==> src/design/est_pkg.sv <==
package est_pkg;

   localparam int MAX_SLOTS     = 32;
   localparam int TILE_PIXELS_W = 16;
   localparam int TILE_PIXELS_H = 16;

   localparam int SLOT_W = $clog2(MAX_SLOTS);
   localparam int CNT_W  = $clog2(MAX_SLOTS + 1);

   localparam int Q_DEPTH = 2;
   localparam int Q_AW    = $clog2(Q_DEPTH);
   localparam int Q_CW    = $clog2(Q_DEPTH + 1);

   localparam logic [2:0] OP_SPAWN  = 3'd0;
   localparam logic [2:0] OP_REMOVE = 3'd1;
   localparam logic [2:0] OP_CLEAR  = 3'd2;
   localparam logic [2:0] OP_LOCATE = 3'd3;
   localparam logic [2:0] OP_FIND   = 3'd4;
   localparam logic [2:0] OP_NONE   = 3'd7;

   localparam logic [1:0] STATUS_OK   = 2'd0;
   localparam logic [1:0] STATUS_FULL = 2'd1;
   localparam logic [1:0] STATUS_NONE = 2'd2;

   typedef struct packed {
      logic [2:0]        op;
      logic [3:0]        entity_type;
      logic [7:0]        pos_x;
      logic [7:0]        pos_y;
      logic [7:0]        tiles_w;
      logic [7:0]        tiles_h;
      logic [SLOT_W-1:0] slot_index;
   } cmd_type;

   typedef struct packed {
      logic [3:0] entity_type;
      logic [7:0] pos_x;
      logic [7:0] pos_y;
      logic [7:0] tiles_w;
      logic [7:0] tiles_h;
   } entry_type;

   localparam int ENTRY_W = $bits(entry_type);

   typedef struct packed {
      logic [1:0]        status;
      logic [SLOT_W-1:0] slot;
      logic [3:0]        found_type;
   } result_type;

endpackage

==> src/design/est_ifs.sv <==
interface est_req_if;
   import est_pkg::*;
   logic        valid;
   logic        ready;
   logic [2:0]  command;
   logic [3:0]  entity_type;
   logic [7:0]  pos_x;
   logic [7:0]  pos_y;
   logic [7:0]  sprite_width;
   logic [7:0]  sprite_height;
   logic [SLOT_W-1:0] slot_index;
   modport source (output valid, command, entity_type, pos_x, pos_y, sprite_width,
                   sprite_height, slot_index, input ready);
   modport sink (input valid, command, entity_type, pos_x, pos_y, sprite_width,
                 sprite_height, slot_index, output ready);
endinterface

interface est_rsp_if;
   import est_pkg::*;
   logic              valid;
   logic              ready;
   logic [1:0]        status;
   logic [SLOT_W-1:0] slot;
   logic [3:0]        found_type;
   modport source (output valid, status, slot, found_type, input ready);
   modport sink (input valid, status, slot, found_type, output ready);
endinterface

interface est_csr_if;
   logic       valid;
   logic       ready;
   logic [3:0] data;
   modport source (output valid, data, input ready);
   modport sink (input valid, data, output ready);
endinterface

==> src/design/est_ram.sv <==
module est_ram #(
   parameter int WIDTH = 8,
   parameter int DEPTH = 32
) (
   input  logic                     clock,
   input  logic                     wr_en,
   input  logic [$clog2(DEPTH)-1:0] wr_addr,
   input  logic [WIDTH-1:0]         wr_data,
   input  logic [$clog2(DEPTH)-1:0] rd_addr,
   output logic [WIDTH-1:0]         rd_data
);
   logic [WIDTH-1:0] mem_ff [DEPTH];
   logic [WIDTH-1:0] rd_data_ff;

   always_ff @(posedge clock) begin
      if (wr_en) begin
         mem_ff[wr_addr] <= wr_data;
      end
      rd_data_ff <= mem_ff[rd_addr];
   end

   assign rd_data = rd_data_ff;
endmodule

==> src/design/est_front.sv <==
module est_front (
   est_req_if.sink          req,
   output logic             push_valid,
   output est_pkg::cmd_type push_data,
   input  logic             push_ready
);
   import est_pkg::*;

   logic [8:0] w_sum;
   logic [8:0] h_sum;
   logic [7:0] w_tiles;
   logic [7:0] h_tiles;
   logic [2:0] op;

   // footprint: ceil(pixels / tile), at least one tile
   assign w_sum   = 9'(req.sprite_width) + 9'(TILE_PIXELS_W - 1);
   assign h_sum   = 9'(req.sprite_height) + 9'(TILE_PIXELS_H - 1);
   assign w_tiles = 8'(w_sum / TILE_PIXELS_W);
   assign h_tiles = 8'(h_sum / TILE_PIXELS_H);

   always_comb begin
      unique case (req.command)
         OP_SPAWN:  op = OP_SPAWN;
         OP_REMOVE: op = OP_REMOVE;
         OP_CLEAR:  op = OP_CLEAR;
         OP_LOCATE: op = OP_LOCATE;
         OP_FIND:   op = OP_FIND;
         default:   op = OP_NONE;
      endcase
   end

   always_comb begin
      push_data.op          = op;
      push_data.entity_type = req.entity_type;
      push_data.pos_x       = req.pos_x;
      push_data.pos_y       = req.pos_y;
      push_data.tiles_w     = (w_tiles == 8'd0) ? 8'd1 : w_tiles;
      push_data.tiles_h     = (h_tiles == 8'd0) ? 8'd1 : h_tiles;
      push_data.slot_index  = req.slot_index;
   end

   assign push_valid = req.valid;
   assign req.ready  = push_ready;
endmodule

==> src/design/est_queue.sv <==
module est_queue (
   input  logic             clock,
   input  logic             reset,
   input  logic             push_valid,
   input  est_pkg::cmd_type push_data,
   output logic             push_ready,
   output logic             pop_valid,
   output est_pkg::cmd_type pop_data,
   input  logic             pop_ready
);
   import est_pkg::*;

   cmd_type         mem_ff [Q_DEPTH];
   logic [Q_AW-1:0] wr_ptr_ff, wr_ptr_in;
   logic [Q_AW-1:0] rd_ptr_ff, rd_ptr_in;
   logic [Q_CW-1:0] count_ff, count_in;
   logic            do_push, do_pop;

   assign push_ready = (count_ff != Q_CW'(Q_DEPTH));
   assign pop_valid  = (count_ff != '0);
   assign pop_data   = mem_ff[rd_ptr_ff];
   assign do_push    = push_valid && push_ready;
   assign do_pop     = pop_valid && pop_ready;

   always_comb begin
      wr_ptr_in = wr_ptr_ff;
      rd_ptr_in = rd_ptr_ff;
      count_in  = count_ff;
      if (do_push) begin
         wr_ptr_in = (wr_ptr_ff == Q_AW'(Q_DEPTH - 1)) ? '0 : wr_ptr_ff + Q_AW'(1);
      end
      if (do_pop) begin
         rd_ptr_in = (rd_ptr_ff == Q_AW'(Q_DEPTH - 1)) ? '0 : rd_ptr_ff + Q_AW'(1);
      end
      if (do_push && !do_pop) begin
         count_in = count_ff + Q_CW'(1);
      end else if (do_pop && !do_push) begin
         count_in = count_ff - Q_CW'(1);
      end
   end

   always_ff @(posedge clock) begin
      if (reset) begin
         wr_ptr_ff <= '0;
         rd_ptr_ff <= '0;
         count_ff  <= '0;
      end else begin
         wr_ptr_ff <= wr_ptr_in;
         rd_ptr_ff <= rd_ptr_in;
         count_ff  <= count_in;
      end
   end

   always_ff @(posedge clock) begin
      if (do_push) begin
         mem_ff[wr_ptr_ff] <= push_data;
      end
   end
endmodule

==> src/design/est_back.sv <==
module est_back (
   input  logic             clock,
   input  logic             reset,
   input  logic             pop_valid,
   input  est_pkg::cmd_type pop_data,
   output logic             pop_ready,
   est_csr_if.sink          csr,
   est_rsp_if.source        rsp
);
   import est_pkg::*;

   localparam logic [1:0] ST_IDLE = 2'd0;
   localparam logic [1:0] ST_SCAN = 2'd1;
   localparam logic [1:0] ST_DONE = 2'd2;

   logic [1:0]           state_ff, state_in;
   cmd_type              op_ff, op_in;
   logic [CNT_W-1:0]     cnt_ff, cnt_in;
   logic                 chk_vld_ff, chk_vld_in;
   logic [SLOT_W-1:0]    chk_idx_ff, chk_idx_in;
   logic [MAX_SLOTS-1:0] active_ff, active_in;
   logic [CNT_W-1:0]     used_ff, used_in;
   result_type           res_ff, res_in;
   logic                 rsp_vld_ff, rsp_vld_in;
   result_type           rsp_ff, rsp_in;
   logic [3:0]           player_ff;

   logic              ram_we;
   logic [SLOT_W-1:0] ram_waddr;
   entry_type         ram_wdata;
   entry_type         ram_rdata;
   logic [ENTRY_W-1:0] ram_rbits;

   logic       hit;
   logic [8:0] x_end, y_end;
   logic       covers;
   logic       out_free;

   est_ram #(.WIDTH(ENTRY_W), .DEPTH(MAX_SLOTS)) u_ram (
      .clock   (clock),
      .wr_en   (ram_we),
      .wr_addr (ram_waddr),
      .wr_data (ram_wdata),
      .rd_addr (cnt_ff[SLOT_W-1:0]),
      .rd_data (ram_rbits)
   );

   assign ram_rdata = entry_type'(ram_rbits);

   assign x_end  = 9'(ram_rdata.pos_x) + 9'(ram_rdata.tiles_w);
   assign y_end  = 9'(ram_rdata.pos_y) + 9'(ram_rdata.tiles_h);
   assign covers = (op_ff.pos_x >= ram_rdata.pos_x) && (9'(op_ff.pos_x) < x_end) &&
                   (op_ff.pos_y >= ram_rdata.pos_y) && (9'(op_ff.pos_y) < y_end);

   always_comb begin
      hit = 1'b0;
      if (chk_vld_ff) begin
         case (op_ff.op)
            OP_SPAWN:  hit = !active_ff[chk_idx_ff];
            OP_LOCATE: hit = active_ff[chk_idx_ff] && covers;
            OP_FIND:   hit = active_ff[chk_idx_ff] && (ram_rdata.entity_type == player_ff);
            default:   hit = 1'b0;
         endcase
      end
   end

   assign out_free  = !rsp_vld_ff || rsp.ready;
   assign pop_ready = (state_ff == ST_IDLE);

   assign ram_wdata.entity_type = op_ff.entity_type;
   assign ram_wdata.pos_x       = op_ff.pos_x;
   assign ram_wdata.pos_y       = op_ff.pos_y;
   assign ram_wdata.tiles_w     = op_ff.tiles_w;
   assign ram_wdata.tiles_h     = op_ff.tiles_h;

   always_comb begin
      state_in   = state_ff;
      op_in      = op_ff;
      cnt_in     = cnt_ff;
      chk_vld_in = 1'b0;
      chk_idx_in = chk_idx_ff;
      active_in  = active_ff;
      used_in    = used_ff;
      res_in     = res_ff;
      rsp_vld_in = rsp_vld_ff && !rsp.ready;
      rsp_in     = rsp_ff;
      ram_we     = 1'b0;
      ram_waddr  = chk_idx_ff;

      unique case (state_ff)
         ST_IDLE: begin
            if (pop_valid) begin
               op_in      = pop_data;
               cnt_in     = '0;
               res_in     = '{status: STATUS_OK, slot: '0, found_type: '0};
               state_in   = ST_DONE;
               case (pop_data.op) inside
                  OP_SPAWN, OP_LOCATE, OP_FIND: state_in = ST_SCAN;
                  OP_REMOVE: begin
                     if (32'(pop_data.slot_index) < MAX_SLOTS) begin
                        active_in[pop_data.slot_index] = 1'b0;
                     end
                  end
                  OP_CLEAR: used_in = '0;
                  default:  res_in.status = STATUS_NONE;
               endcase
            end
         end
         ST_SCAN: begin
            if (hit) begin
               res_in.status     = STATUS_OK;
               res_in.slot       = chk_idx_ff;
               res_in.found_type = (op_ff.op == OP_LOCATE) ? ram_rdata.entity_type : 4'd0;
               if (op_ff.op == OP_SPAWN) begin
                  ram_we                = 1'b1;
                  active_in[chk_idx_ff] = 1'b1;
               end
               state_in = ST_DONE;
            end else if (cnt_ff < used_ff) begin
               chk_vld_in = 1'b1;
               chk_idx_in = cnt_ff[SLOT_W-1:0];
               cnt_in     = cnt_ff + CNT_W'(1);
            end else begin
               state_in = ST_DONE;
               if (op_ff.op == OP_SPAWN) begin
                  if (used_ff < CNT_W'(MAX_SLOTS)) begin
                     ram_we     = 1'b1;
                     ram_waddr  = used_ff[SLOT_W-1:0];
                     active_in[used_ff[SLOT_W-1:0]] = 1'b1;
                     used_in    = used_ff + CNT_W'(1);
                     res_in.slot = used_ff[SLOT_W-1:0];
                  end else begin
                     res_in.status = STATUS_FULL;
                  end
               end else begin
                  res_in.status = STATUS_NONE;
               end
            end
         end
         ST_DONE: begin
            if (out_free) begin
               rsp_vld_in = 1'b1;
               rsp_in     = res_ff;
               state_in   = ST_IDLE;
            end
         end
         default: state_in = ST_IDLE;
      endcase
   end

   always_ff @(posedge clock) begin
      if (reset) begin
         state_ff   <= ST_IDLE;
         chk_vld_ff <= 1'b0;
         active_ff  <= '0;
         used_ff    <= '0;
         rsp_vld_ff <= 1'b0;
         player_ff  <= '0;
      end else begin
         state_ff   <= state_in;
         chk_vld_ff <= chk_vld_in;
         active_ff  <= active_in;
         used_ff    <= used_in;
         rsp_vld_ff <= rsp_vld_in;
         if (csr.valid) begin
            player_ff <= csr.data;
         end
      end
   end

   always_ff @(posedge clock) begin
      op_ff      <= op_in;
      cnt_ff     <= cnt_in;
      chk_idx_ff <= chk_idx_in;
      res_ff     <= res_in;
      rsp_ff     <= rsp_in;
   end

   assign csr.ready      = 1'b1;
   assign rsp.valid      = rsp_vld_ff;
   assign rsp.status     = rsp_ff.status;
   assign rsp.slot       = rsp_ff.slot;
   assign rsp.found_type = rsp_ff.found_type;
endmodule

==> src/design/entity_slot_table_unit.sv <==
// Remove, clear and unknown commands go from idle straight to the done state;
// spawn, locate and find player scan the used slots first, one slot a cycle
// through the entry RAM's registered read port, before the done state.
// The back end takes a new request only when idle, once the last answer has left
// the done state; a two-entry queue takes requests ahead.
// Reset: clears flags, slot count, player code, queue, response valid; not entry RAM.
module entity_slot_table_unit (
   input  logic      clock,
   input  logic      reset,
   est_req_if.sink   req_port,
   est_csr_if.sink   csr_port,
   est_rsp_if.source rsp_port
);
   import est_pkg::*;

   logic    push_valid, push_ready;
   cmd_type push_data;
   logic    pop_valid, pop_ready;
   cmd_type pop_data;

   est_front u_front (
      .req        (req_port),
      .push_valid (push_valid),
      .push_data  (push_data),
      .push_ready (push_ready)
   );

   est_queue u_queue (
      .clock      (clock),
      .reset      (reset),
      .push_valid (push_valid),
      .push_data  (push_data),
      .push_ready (push_ready),
      .pop_valid  (pop_valid),
      .pop_data   (pop_data),
      .pop_ready  (pop_ready)
   );

   est_back u_back (
      .clock     (clock),
      .reset     (reset),
      .pop_valid (pop_valid),
      .pop_data  (pop_data),
      .pop_ready (pop_ready),
      .csr       (csr_port),
      .rsp       (rsp_port)
   );
endmodule
==> src/flat_wrapper.sv <==
// flat-port wrapper written by rule: the top's interface ports become plain ports
module entity_slot_table_unit_flat import est_pkg::*;
  (clock, reset, req_port_valid, req_port_command, req_port_entity_type, req_port_pos_x, req_port_pos_y, req_port_sprite_width, req_port_sprite_height, req_port_slot_index, req_port_ready, csr_port_valid, csr_port_data, csr_port_ready, rsp_port_valid, rsp_port_status, rsp_port_slot, rsp_port_found_type, rsp_port_ready);
  est_req_if req_port_i ();
  est_csr_if csr_port_i ();
  est_rsp_if rsp_port_i ();
  input  logic clock;
  input  logic reset;
  input wire logic [$bits(req_port_i.valid)-1:0] req_port_valid;
  input wire logic [$bits(req_port_i.command)-1:0] req_port_command;
  input wire logic [$bits(req_port_i.entity_type)-1:0] req_port_entity_type;
  input wire logic [$bits(req_port_i.pos_x)-1:0] req_port_pos_x;
  input wire logic [$bits(req_port_i.pos_y)-1:0] req_port_pos_y;
  input wire logic [$bits(req_port_i.sprite_width)-1:0] req_port_sprite_width;
  input wire logic [$bits(req_port_i.sprite_height)-1:0] req_port_sprite_height;
  input wire logic [$bits(req_port_i.slot_index)-1:0] req_port_slot_index;
  output wire logic [$bits(req_port_i.ready)-1:0] req_port_ready;
  input wire logic [$bits(csr_port_i.valid)-1:0] csr_port_valid;
  input wire logic [$bits(csr_port_i.data)-1:0] csr_port_data;
  output wire logic [$bits(csr_port_i.ready)-1:0] csr_port_ready;
  output wire logic [$bits(rsp_port_i.valid)-1:0] rsp_port_valid;
  output wire logic [$bits(rsp_port_i.status)-1:0] rsp_port_status;
  output wire logic [$bits(rsp_port_i.slot)-1:0] rsp_port_slot;
  output wire logic [$bits(rsp_port_i.found_type)-1:0] rsp_port_found_type;
  input wire logic [$bits(rsp_port_i.ready)-1:0] rsp_port_ready;
  assign req_port_i.valid = req_port_valid;
  assign req_port_i.command = req_port_command;
  assign req_port_i.entity_type = req_port_entity_type;
  assign req_port_i.pos_x = req_port_pos_x;
  assign req_port_i.pos_y = req_port_pos_y;
  assign req_port_i.sprite_width = req_port_sprite_width;
  assign req_port_i.sprite_height = req_port_sprite_height;
  assign req_port_i.slot_index = req_port_slot_index;
  assign req_port_ready = req_port_i.ready;
  assign csr_port_i.valid = csr_port_valid;
  assign csr_port_i.data = csr_port_data;
  assign csr_port_ready = csr_port_i.ready;
  assign rsp_port_valid = rsp_port_i.valid;
  assign rsp_port_status = rsp_port_i.status;
  assign rsp_port_slot = rsp_port_i.slot;
  assign rsp_port_found_type = rsp_port_i.found_type;
  assign rsp_port_i.ready = rsp_port_ready;
  entity_slot_table_unit u_core (.clock(clock), .reset(reset), .req_port(req_port_i), .csr_port(csr_port_i), .rsp_port(rsp_port_i));
endmodule
==> config.mk <==
export PLATFORM = sky130hd
export DESIGN_NAME = entity_slot_table_unit_flat
export DESIGN_NICKNAME = d
export VERILOG_FILES = /design/src/design/est_pkg.sv /design/src/design/est_ifs.sv /design/src/design/est_ram.sv /design/src/design/est_front.sv /design/src/design/est_queue.sv /design/src/design/est_back.sv /design/src/design/entity_slot_table_unit.sv /design/src/flat_wrapper.sv
export SDC_FILE = /design/constraint.sdc
export NUM_CORES = 1
export LEC_CHECK = 0
export ABC_AREA = 1
export BUFFER_PORTS_ARGS = -buffer_cell sky130_fd_sc_hd__buf_4
export CAP_MARGIN = 15
export CORE_AREA = 2 2 256 385
export CTS_CLUSTER_DIAMETER = 40
export DETAILED_ROUTE_END_ITERATION = 12
export DIE_AREA = 0 0 258 387
export PLACE_DENSITY_LB_ADDON = 0.12
export SYNTH_ARGS = -nofsm -noshare
export SYNTH_HDL_FRONTEND = slang
export SYNTH_SLANG_ARGS = --single-unit
==> constraint.sdc <==
create_clock -name clock -period 9.15 [get_ports clock]
set_clock_uncertainty 0.2 [all_clocks]
set_input_delay 1.3725 -clock clock [delete_from_list [all_inputs] [get_ports clock]]
set_output_delay 1.3725 -clock clock [all_outputs]
set_load 0.02 [all_outputs]
* Word level (Yosys, flattened, before mapping)
Memories as Yosys holds them, arrays and structs flattened. A register that Yosys moved wholly into a read port is not among the register bits. Index checks and enable logic that the tools add are counted.
Storage, ports and cells: register bits 122, RAM bits 1228, input port bits 53, output and inout bits 14, logic and storage cells 201, memories kept 2
Cells by class: add/subtract/negate cells 10, $lt $le $gt $ge 12, equality and inequality tests 30, multiplexer cells 78, bitwise operators 6, reduce and logical (&&, ||, !) cells 40
Memory list:
- u_core.u_back.u_ram.mem_ff | words 32, bits a word 36, rd ports 1, clocked after memory_dff 1, wr ports 1, RTL line est_ram.sv:12 | logic [WIDTH-1:0] mem_ff [DEPTH];
- u_core.u_queue.mem_ff | words 2, bits a word 38, rd ports 1, clocked after memory_dff 1, wr ports 1, RTL line est_queue.sv:13 | cmd_type mem_ff [Q_DEPTH];
Operators by type and width (number):
- two-way mux 32 bit | 8
- two-way mux 6 bit | 11
- OR 32 bit | 2
- case mux 32 bit (2 select lines) | 1
- two-way mux 5 bit | 9
- bitwise AND 32 bit | 1
- NOT 32 bit | 1
- != test 2 bit (second input constant) | 13
- two-way mux 2 bit | 12
- case mux 6 bit (2 select lines) | 2
- two-way mux 1 bit | 22
- case mux 11 bit (2 select lines) | 1
- adder 8 x 4 -> 9 bit (second input constant) | 2
- adder 8 x 8 -> 9 bit | 2
- < comparator 5 x 6 -> 1 bit (second input constant) | 3
- < comparator 8 x 9 -> 1 bit | 2
- greater-or-equal comparator 8 bit | 2
- zero test 8 bit | 2
- demux 1 bit (select 5 bit) | 3
- == test 3 x 2 -> 1 bit (second input constant) | 5
- greater-or-equal comparator 5 x 1 -> 1 bit (second input constant) | 3
- case mux 3 bit (5 select lines) | 1
- two-way mux 7 bit | 2
- logical AND 1 bit | 13
- 31 further kinds | 53

* Longest topological paths before layout
Gate-level depths: netlist (run 1).
word-level depth 12, depth in mapped cells 28, mapped depth without buffers 27

* Hierarchy
From an unflattened synthesis (run 1), not the netlist that was laid out.
Second synthesis, totals: cell total of the unflattened synthesis 5149, area, all modules 59047.9 sq um
Modules (own cells, without submodules):
- est_ram | instances 1, cells an instance 3969, area each 47702.0 sq um, sequential area each 35313.9 sq um
- est_back | instances 1, cells an instance 922, area each 7198.2 sq um, sequential area each 3083.0 sq um
- est_queue | instances 1, cells an instance 174, area each 3618.5 sq um, sequential area each 2742.6 sq um
- est_front | instances 1, cells an instance 84, area each 529.3 sq um, sequential area each 0.0 sq um

* Least setup slack after synthesis (run 1)
Ideal clock, no wire load.
path kind reg2reg, from register u_core.u_back.u_ram.rd_data_ff[24] (netlist: u_core.u_back.u_ram.rd_data[24]) (read register of u_core.u_back.u_ram.mem_ff), to memory u_core.u_back.u_ram.mem_ff[0][0] in the netlist's numbering (enable), setup time 0.417 ns, arrival 4.264 ns, data required time 8.533 ns, path slack 4.269 ns, cell stages (with the launch flop) 25, buffers on the path 1, period minus slack after synthesis 4.881 ns, cells stage by stage dfxtp_1 ha_1 inv_1 fa_1 o21ai_0 nand2_1 a21oi_1 xor2_1 ha_1 a21oi_1 nand2_1 nand2_1 nand2_1 nand2_1 nand4_1 nand2_1 nand2_1 nand2_2 nand2_4 nand2_2 buf_6 nand2_1 nand2_2 nand3_2 nor2_1
Between the ends: longest elaborated chain between the ends 12, elaborated cells between the ends (all ways) 15, those cells by class 1 x add/sub; 2 x order compare; 8 x mux; 4 x reduce/logical
Ends and longest elaborated chain:
- start, declared | RTL line est_ram.sv:13 | logic [WIDTH-1:0] rd_data_ff;
- adder 8 x 8 -> 9 bit | RTL line est_back.sv:50 | assign x_end = 9'(ram_rdata.pos_x) + 9'(ram_rdata.tiles_w);
- < comparator 8 x 9 -> 1 bit | RTL line est_back.sv:52 | assign covers = (op_ff.pos_x >= ram_rdata.pos_x) && (9'(op_ff.pos_x) < x_end) &&
- logical AND 1 bit (*) (2 in a row) | RTL line est_back.sv:52
- logical AND 1 bit (*) | RTL line est_back.sv:53 | (op_ff.pos_y >= ram_rdata.pos_y) && (9'(op_ff.pos_y) < y_end);
- logical AND 1 bit (*) | RTL line est_back.sv:60 | OP_LOCATE: hit = active_ff[chk_idx_ff] && covers;
- case mux 1 bit (3 select lines) (*) | RTL line est_back.sv:58 | case (op_ff.op)
- two-way mux 1 bit (*) | RTL line est_back.sv:57 | if (chk_vld_ff) begin
- two-way mux 1 bit | RTL line est_back.sv:110 | if (hit) begin
- two-way mux 1 bit | RTL line est_back.sv:90 | unique case (state_ff)
- two-way mux 1 bit | RTL line est_ram.sv:16 | if (wr_en) begin
- two-way mux 1 bit (implied by the code) | RTL line est_ram.sv:17 | mem_ff[wr_addr] <= wr_data;
- end, declared | RTL line est_ram.sv:12
Every way passes the cells marked *; elsewhere a longest branch is shown, timed or not.

* Worst setup path in the final report (run 1)
from register u_core.u_back.u_ram.rd_data_ff[24] (netlist: u_core.u_back.u_ram.rd_data[24]) (read register of u_core.u_back.u_ram.mem_ff), to memory u_core.u_back.u_ram.mem_ff[24][24] in the netlist's numbering (enable)
The elaborated chain is that of the path after synthesis.

==> run_results.csv, run 1 <==
group,metric,value,unit
logic_synthesis,synth_area_leaders,"edfxtp_1 (69%), o21ai_0 (6.8%), nor2_1 (5.9%)",
setup_path,start_kind,"register",
floorplanning,die-area,99800,um2
timing,setup_viol,0,
placement,dp.final_hpwl,79600,um
layout,syn_to_final_growth,12.9,%
logic_synthesis,ys_warn_count,0,
clocking,numCtsBuffers,120,
clocking,cts_setup_buffers,0,
floorplanning,die_y,387,um
placement,place.gp.congestion,0.896,
timing,worst_slack,3.01,ns
logic_synthesis,yosysMostFrequentCell,"edfxtp_1",
logic_synthesis,synthSimpleGateAreaFrac,9.65,%
clocking,cts_root_buf,"clkbuf_16",
timing,max_slew.worst_pin.slew,1.22,ns
power,ir_worst_vdd,0.329,mV
min_path,hold_path.class,"register to register",
layout,drive_gt1_share,10.8,%
detailed_routing,drt_iter0_drc,3069,
detailed_routing,wl_per_cell,25.0,um
logic_synthesis,syn_area_per_cell,12.2,um2
status,status,"completed",
setup_path,worstSetupPathType,"register to register",
global_route,grt_pass1_wl,197000,um
layout,n_antenna_cell,0,
clocking,path_clk_slew,0.06,ns
logic_synthesis,synth.area.mux_share,0.704,%
setup_path,max_stage_delay,1.08,ns
logic_synthesis,synth_top_area_share,68.9,%
floorplanning,core,96500,um2
global_route,antenna_found_initial,5,
setup_path,end_kind,"register",
timing,finalCriticalPeriod,6.14,ns
detailed_routing,routed_wl,133000,um
timing,fin_crit_sh,67.1,%
logic_synthesis,syn-num-nets,4036,
timing,maxSlewHeadroom,17.6,%
floorplanning,row_count,140,
timing,rsz0062_at_grt,"no",
logic_synthesis,yosys.area.top_type,"edfxtp_1",
power,leakagePower,18.1,nW
detailed_routing,postRouteAntennaNets,0,
clocking,clk_latency,0.73,ns
logic_synthesis,syn-cell-area,48000,um2
logic_synthesis,synth_top_family_by_area,"compound AO/OA/AOI/OAI gates",
logic_synthesis,ys_top_cells_by_count,"edfxtp_1 (1102), nor2_1 (757), o21ai_0 (652)",
timing,hold_viol_final,0,
clocking,cts.sinks,1183,
logic_synthesis,ys_ff_latch,1183,
logic_synthesis,synth_compound_area_share,12.6,%
clocking,clockBufferDepth,3,
floorplanning,die_w,258,um
floorplanning,initial_core_util,49.7,%
logic_synthesis,yosys_most_used_dff,"edfxtp_1",
setup_path,cp.arrival,6.27,ns
job,maxCapViolCount,0,
logic_synthesis,yosysSeqAreaShare,72.3,%
logic_synthesis,synthCells,3930,
setup_path,worstPathRequired,9.28,ns
logic_synthesis,synthAdderAreaFrac,1.41,%
timing,tns,0,ns
placement,dp_cells,5100,
detailed_routing,vias_per_cell,5.89,
global_route,grt_pass1_vias,30400,
timing,maxSlewViolCount,0,
placement,dpl_worst_slack,2.99,ns
clocking,cts_tree,"done",
setup_path,crit_path_max_fanout,72,
layout,instances_no_fill,5334,
setup_path,path_cells,"ha_1 -> inv_1 -> fa_1 -> o21ai_0 -> nand2_1 -> a21oi_1 -> xor2_1 -> ha_1 -> a21oi_1 -> nand2_1 -> nand2_1 -> nand2_1 -> nand2_1 -> nand4_1 -> nand2_1 -> nand2_1 -> nand2_2 -> nand2_4 -> nand2_2 -> nand2_1 -> o21ai_1 -> nand3_2 -> nor2_4",
timing,fmax,163,MHz
logic_synthesis,synth-edff-count,1102,
logic_synthesis,synth.distinct_cells,49,
setup_path,cpMostUsedCell,"nand2_1",
placement,port_buffers,65,
power,powerDensity,343,nW/um2
setup_path,slowest_stage,"nor2_4",
clocking,ctsResizeCount,0,
detailed_routing,vias,31400,
floorplanning,num_io_pins,67,
detailed_routing,drtPass1Iterations,6,
layout,fin_nets,4055,
clocking,htreeDepth,3,
global_route,grt_overflow,0,
logic_synthesis,async_flop_share,0,%
detailed_routing,drc_errors,0,
global_route,grt_use_total,26.6,%
logic_synthesis,yosys.area_share.xor_xnor,0.292,%
global_route,grt_max_degree,177,
clocking,cts_hold_buf,0,
-- metal layers --
layer	global-route usage [%]	vias up	wire length (um)
met5	0	-	22
met4	10.2	4	4870
met3	3.23	232	7770
met2	45.9	1134	67900
met1	34.4	15600	52600
li1	-	14400	-
-- flip-flops by register name, summed over array words and instances, names as in the netlist, named ones only --
name and flops:
u_core.u_queue.rd_ptr_ff 1, u_core.u_queue.wr_ptr_ff 1, u_core.u_back.rsp.slot 5, u_core.u_back.rsp.found_type 4, u_core.u_back.u_ram.mem_ff 960, u_core.u_back.chk_vld_ff 1
u_core.u_queue.mem_ff 76, u_core.u_back.u_ram.rd_data 30, u_core.u_back.op_ff 33, u_core.u_back.res_ff 11, u_core.u_queue.count_ff 2, u_core.u_back.rsp.valid 1
u_core.u_back.player_ff 4, u_core.u_back.active_ff 32, u_core.u_back.rsp.status 2, u_core.u_back.chk_idx_ff 5, u_core.u_back.used_ff 6, u_core.u_back.cnt_ff 6
u_core.u_back.state_ff 2
-- layout by cell type (no fill, tap or decap), drive strengths merged --
master | netlist | final
xor2 | 8 | 8
xnor2 | 8 | 8
a22oi | 3 | 3
a221oi | 1 | 1
nand4 | 5 | 5
a22o | 13 | 13
nand3 | 57 | 57
nand2 | 337 | 337
nor3 | 16 | 16
conb | 1 | 1
clkinv | 2 | 48
ha | 51 | 51
o41ai | 2 | 2
clkinvlp | 0 | 14
o21a | 1 | 1
a31o | 1 | 1
clkbuf | 214 | 144
o31ai | 1 | 1
a21boi | 1 | 1
and3 | 2 | 2
or4 | 2 | 2
dfxtp | 81 | 81
a21oi | 104 | 104
fa | 2 | 2
a41oi | 1 | 1
bufinv | 0 | 14
o21ai | 667 | 667
inv | 117 | 128
edfxtp | 1102 | 1102
o2111ai | 2 | 2
mux2 | 30 | 30
nor2 | 762 | 762
buf | 30 | 141
o22ai | 291 | 291
o32ai | 14 | 14
a2111oi | 1 | 1
-- logic make-up (layout without fill, tap and decap cells) --
kind of cell	after synthesis	in the layout
buffers and inverters	363	489
flip-flops	1183	1183
other	1	1
AND/OR/NAND/NOR	1181	1181
multiplexers	30	30
adder cells (fa/ha/maj)	53	53
XOR/XNOR	16	16
AO/OA/AOI/OAI	1103	1103
-- cell type report --
type,instances,area (um2)
clock inverters,85,940
well taps,1278,1600
flip-flops and latches,1183,34700
fillers,7881,42300
inverters,119,462
repair buffers,141,1180
multi-input cells,2384,12100
clock buffers,144,3200
-- critical path: cells and delay by family (launching register included) --
family | cells | cell delay (ns)
AND/OR/NAND/NOR | 14 | 3.23
flip-flops | 1 | 0.34
AO/OA/AOI/OAI | 4 | 0.87
buffers and inverters | 1 | 0.06
XOR/XNOR | 1 | 0.17
adder cells (fa/ha/maj) | 3 | 0.83
-- power breakdown --
part	internal, W	switching [W]	total, W
Clock	0.00292	0.00215	0.00507
Sequential	0.00687	0.000181	0.00705
Combinational	0.00164	0.00484	0.00648
-- final timing paths --
kind	startpoint	endpoint	slack [ns]	cells past startpoint
setup / recovery	u_core.u_back.u_ram.rd_data[24]$_DFF_P_	u_core.u_back.u_ram.mem_ff[24][24]$_DFFE_PP_	3.01	23
hold / removal	u_core.u_back.res_ff[8]$_SDFFCE_PN0P_	u_core.u_back.rsp.slot[4]$_DFFE_PP_	0.22	0
setup reg to reg	u_core.u_back.u_ram.rd_data[24]$_DFF_P_	u_core.u_back.u_ram.mem_ff[24][24]$_DFFE_PP_	3.01	23
hold reg to reg	u_core.u_back.res_ff[8]$_SDFFCE_PN0P_	u_core.u_back.rsp.slot[4]$_DFFE_PP_	0.22	0
-- metrics by stage --
step | hold WS, ns | utilization (%) | total power [W] | instance area, um2
after floorplan | 0.200 | - | 0.0110 | 48000
after global placement | 0.201 | 51.8 | 0.0136 | 50000
after detailed placement | 0.206 | 51.8 | 0.0136 | 50000
after CTS | 0.222 | 56.1 | 0.0187 | 54100
after global routing | 0.233 | 56.2 | 0.0195 | 54200
final | 0.223 | 56.2 | 0.0186 | 54200
No activity file was read; power rests on OpenSTA's default activity.
==> run 2, diff against run 1 <==
Clock period 9.15 ns to 5.1 ns, I/O delays scaled along.
==> run_results.csv, run 2 (synthesis gave the netlist of run 1 again) <==
group,metric,value,unit
timing,fmax,213,MHz
setup_path,cp-startpoint,"u_core.u_back.u_ram.rd_data[24]$_DFF_P_",
power,powerDensity,616,nW/um2
power,combPwrFrac,35.3,%
clocking,clk_latency,0.72,ns
timing,rsz0062_at_grt,"no",
layout,layout_common_cells,"edfxtp_1 (1102), nor2_1 (721), o21ai_0 (651), nand2_1 (332), o22ai_1 (291)",
placement,port_buffers,65,
placement,dpl_worst_slack,0.271,ns
timing,max_slew.worst_pin.slew,1.00,ns
clocking,numCtsBuffers,119,
status,status,"completed",
job,maxCapViolCount,0,
global_route,grt_pass1_wl,202000,um
power,swShare,39.0,%
layout,final_common_cell,"edfxtp_1",
clocking,clockBufferDepth,3,
floorplanning,initial_core_util,49.7,%
layout,syn_to_final_growth,14.3,%
layout,largest-register,"u_core.u_back.u_ram.mem_ff",
detailed_routing,drtPass1Iterations,5,
placement,place.gp.congestion,0.874,
clocking,cts_setup_buffers,0,
placement,dp.final_hpwl,82300,um
min_path,hp-start,"req_port_slot_index[2]",
layout,largest_reg_flops,960,
layout,drive_gt1_share,11.6,%
setup_path,end_kind,"register",
floorplanning,die_y,387,um
floorplanning,row_count,140,
global_route,antenna_found_initial,5,
detailed_routing,postRouteAntennaNets,0,
layout,fin_nets,4109,
timing,tns,0,ns
detailed_routing,wl_per_cell,25.3,um
floorplanning,core,96500,um2
floorplanning,die_w,258,um
power,pwr-share-seq,37.7,%
global_route,met1_usage,34.6,%
floorplanning,die-area,99800,um2
setup_path,worstSetupPathType,"register to register",
power,ir_worst_vdd,0.514,mV
timing,maxSlewViolCount,0,
global_route,grt_max_degree,194,
clocking,cts.sinks,1183,
clocking,path_clk_slew,0.06,ns
clocking,cts_tree,"done",
timing,setup_viol,0,
detailed_routing,vias,32200,
floorplanning,num_io_pins,67,
clocking,cts_root_buf,"clkbuf_16",
detailed_routing,routed_wl,136000,um
setup_path,worstPathRequired,5.28,ns
timing,finalCriticalPeriod,4.71,ns
global_route,grt_overflow,0,
global_route,grt_use_total,27.1,%
power,p_clk_share,27.0,%
power,p_total,0.0338,W
global_route,use_met2,46.3,%
setup_path,crit_path_max_fanout,19,
timing,worst_slack,0.394,ns
timing,hold_viol_final,0,
clocking,htreeDepth,3,
detailed_routing,vias_per_cell,5.97,
timing,fin_crit_sh,92.3,%
layout,reg.largest.list,"u_core.u_back.u_ram.mem_ff x960, u_core.u_queue.mem_ff x76, u_core.u_back.op_ff x33",
detailed_routing,drt_iter0_drc,3415,
global_route,grtUsageMet3,3.44,%
power,leakagePower,18.4,nW
global_route,grt.busiest_layer,"met2",
power,switchingPower,0.0132,W
power,intPower,0.0206,W
timing,maxSlewHeadroom,33.3,%
min_path,hold_path.class,"input port to register",
setup_path,cp.arrival,4.89,ns
global_route,grt_pass1_vias,31300,
detailed_routing,drc_errors,0,
setup_path,start_kind,"register",
setup_path,r2r-start,"u_core.u_back.u_ram.rd_data[24]$_DFF_P_",
## run 2: cell type report
class                      count  area (um2)
inverter                     119         462
timing repair buffer         194        1810
clock buffer                 150        3250
multi-input combinational   2386       12100
sequential                  1183       34700
antenna                        1        2.50
fill                        7844       41700
clock inverter                73         871
tap                         1278        1600
## run 2: power groups by stage
stage                     Combinational [W]  Sequential, W  Clock, W
final                                0.0119         0.0127   0.00913
after global routing                 0.0129         0.0128   0.00962
after CTS                            0.0118         0.0127   0.00925
after detailed placement             0.0118         0.0129         0
after global placement               0.0117         0.0129         0
after floorplan                     0.00645         0.0133         0
## run 2: stage by stage
step	util [%]	std cells	hold slack (ns)	instance area, um2
2_1_floorplan	-	3930	0.200	48000
3_3_place_gp	52.4	5145	0.203	50600
3_5_place_dp	52.4	5145	0.208	50600
4_1_cts	56.8	5381	0.000375	54800
5_1_grt	56.8	5383	0.0109	54800
6_report	56.8	5384	0.0361	54800
## run 2: critical path: stages (launching register included)
cell	delay, ns
dfxtp_1	0.34
ha_1	0.17
inv_1	0.05
fa_1	0.40
o21ai_1	0.26
nand2_1	0.08
a21oi_1	0.23
xor2_1	0.17
ha_1	0.25
a21oi_1	0.13
nand2_1	0.07
nand2_1	0.06
nand2_1	0.04
nand2_1	0.06
nand4_1	0.09
nand2_1	0.08
nand2_1	0.06
nand2_2	0.07
nand2_4	0.07
nand2_2	0.20
nand2_1	0.08
o21ai_1	0.18
nand3_2	0.27
buf_4	0.28
nor2_4	0.13
buf_4	0.33
## run 2: final timing paths
path / slack [ns] / cells after the start / endpoint
max: 0.39 / 25 / u_core.u_back.u_ram.mem_ff[25][16]$_DFFE_PP_
min: 0.04 / 1 / u_core.u_queue.mem_ff[1][2]$_DFFE_PP_
max reg2reg: 0.39 / 25 / u_core.u_back.u_ram.mem_ff[25][16]$_DFFE_PP_
min reg2reg: 0.22 / 0 / u_core.u_back.rsp.slot[4]$_DFFE_PP_
## run 2: routing by layer
metal / share of wire, % / routed length (um)
met1: 39 / 52500
met2: 50 / 68700
met3: 6.4 / 8700
met4: 4.5 / 6180
met5: 0.030 / 41
## run 2: what timing repair did
| item | CTS | global route |
|---|---|---|
| gates resized for setup | 0 | 3 |
| hold endpoints to repair | 26 | 0 |
| hold buffers | 13 | 0 |
| endpoints found under the setup margin | 0 | 32 |
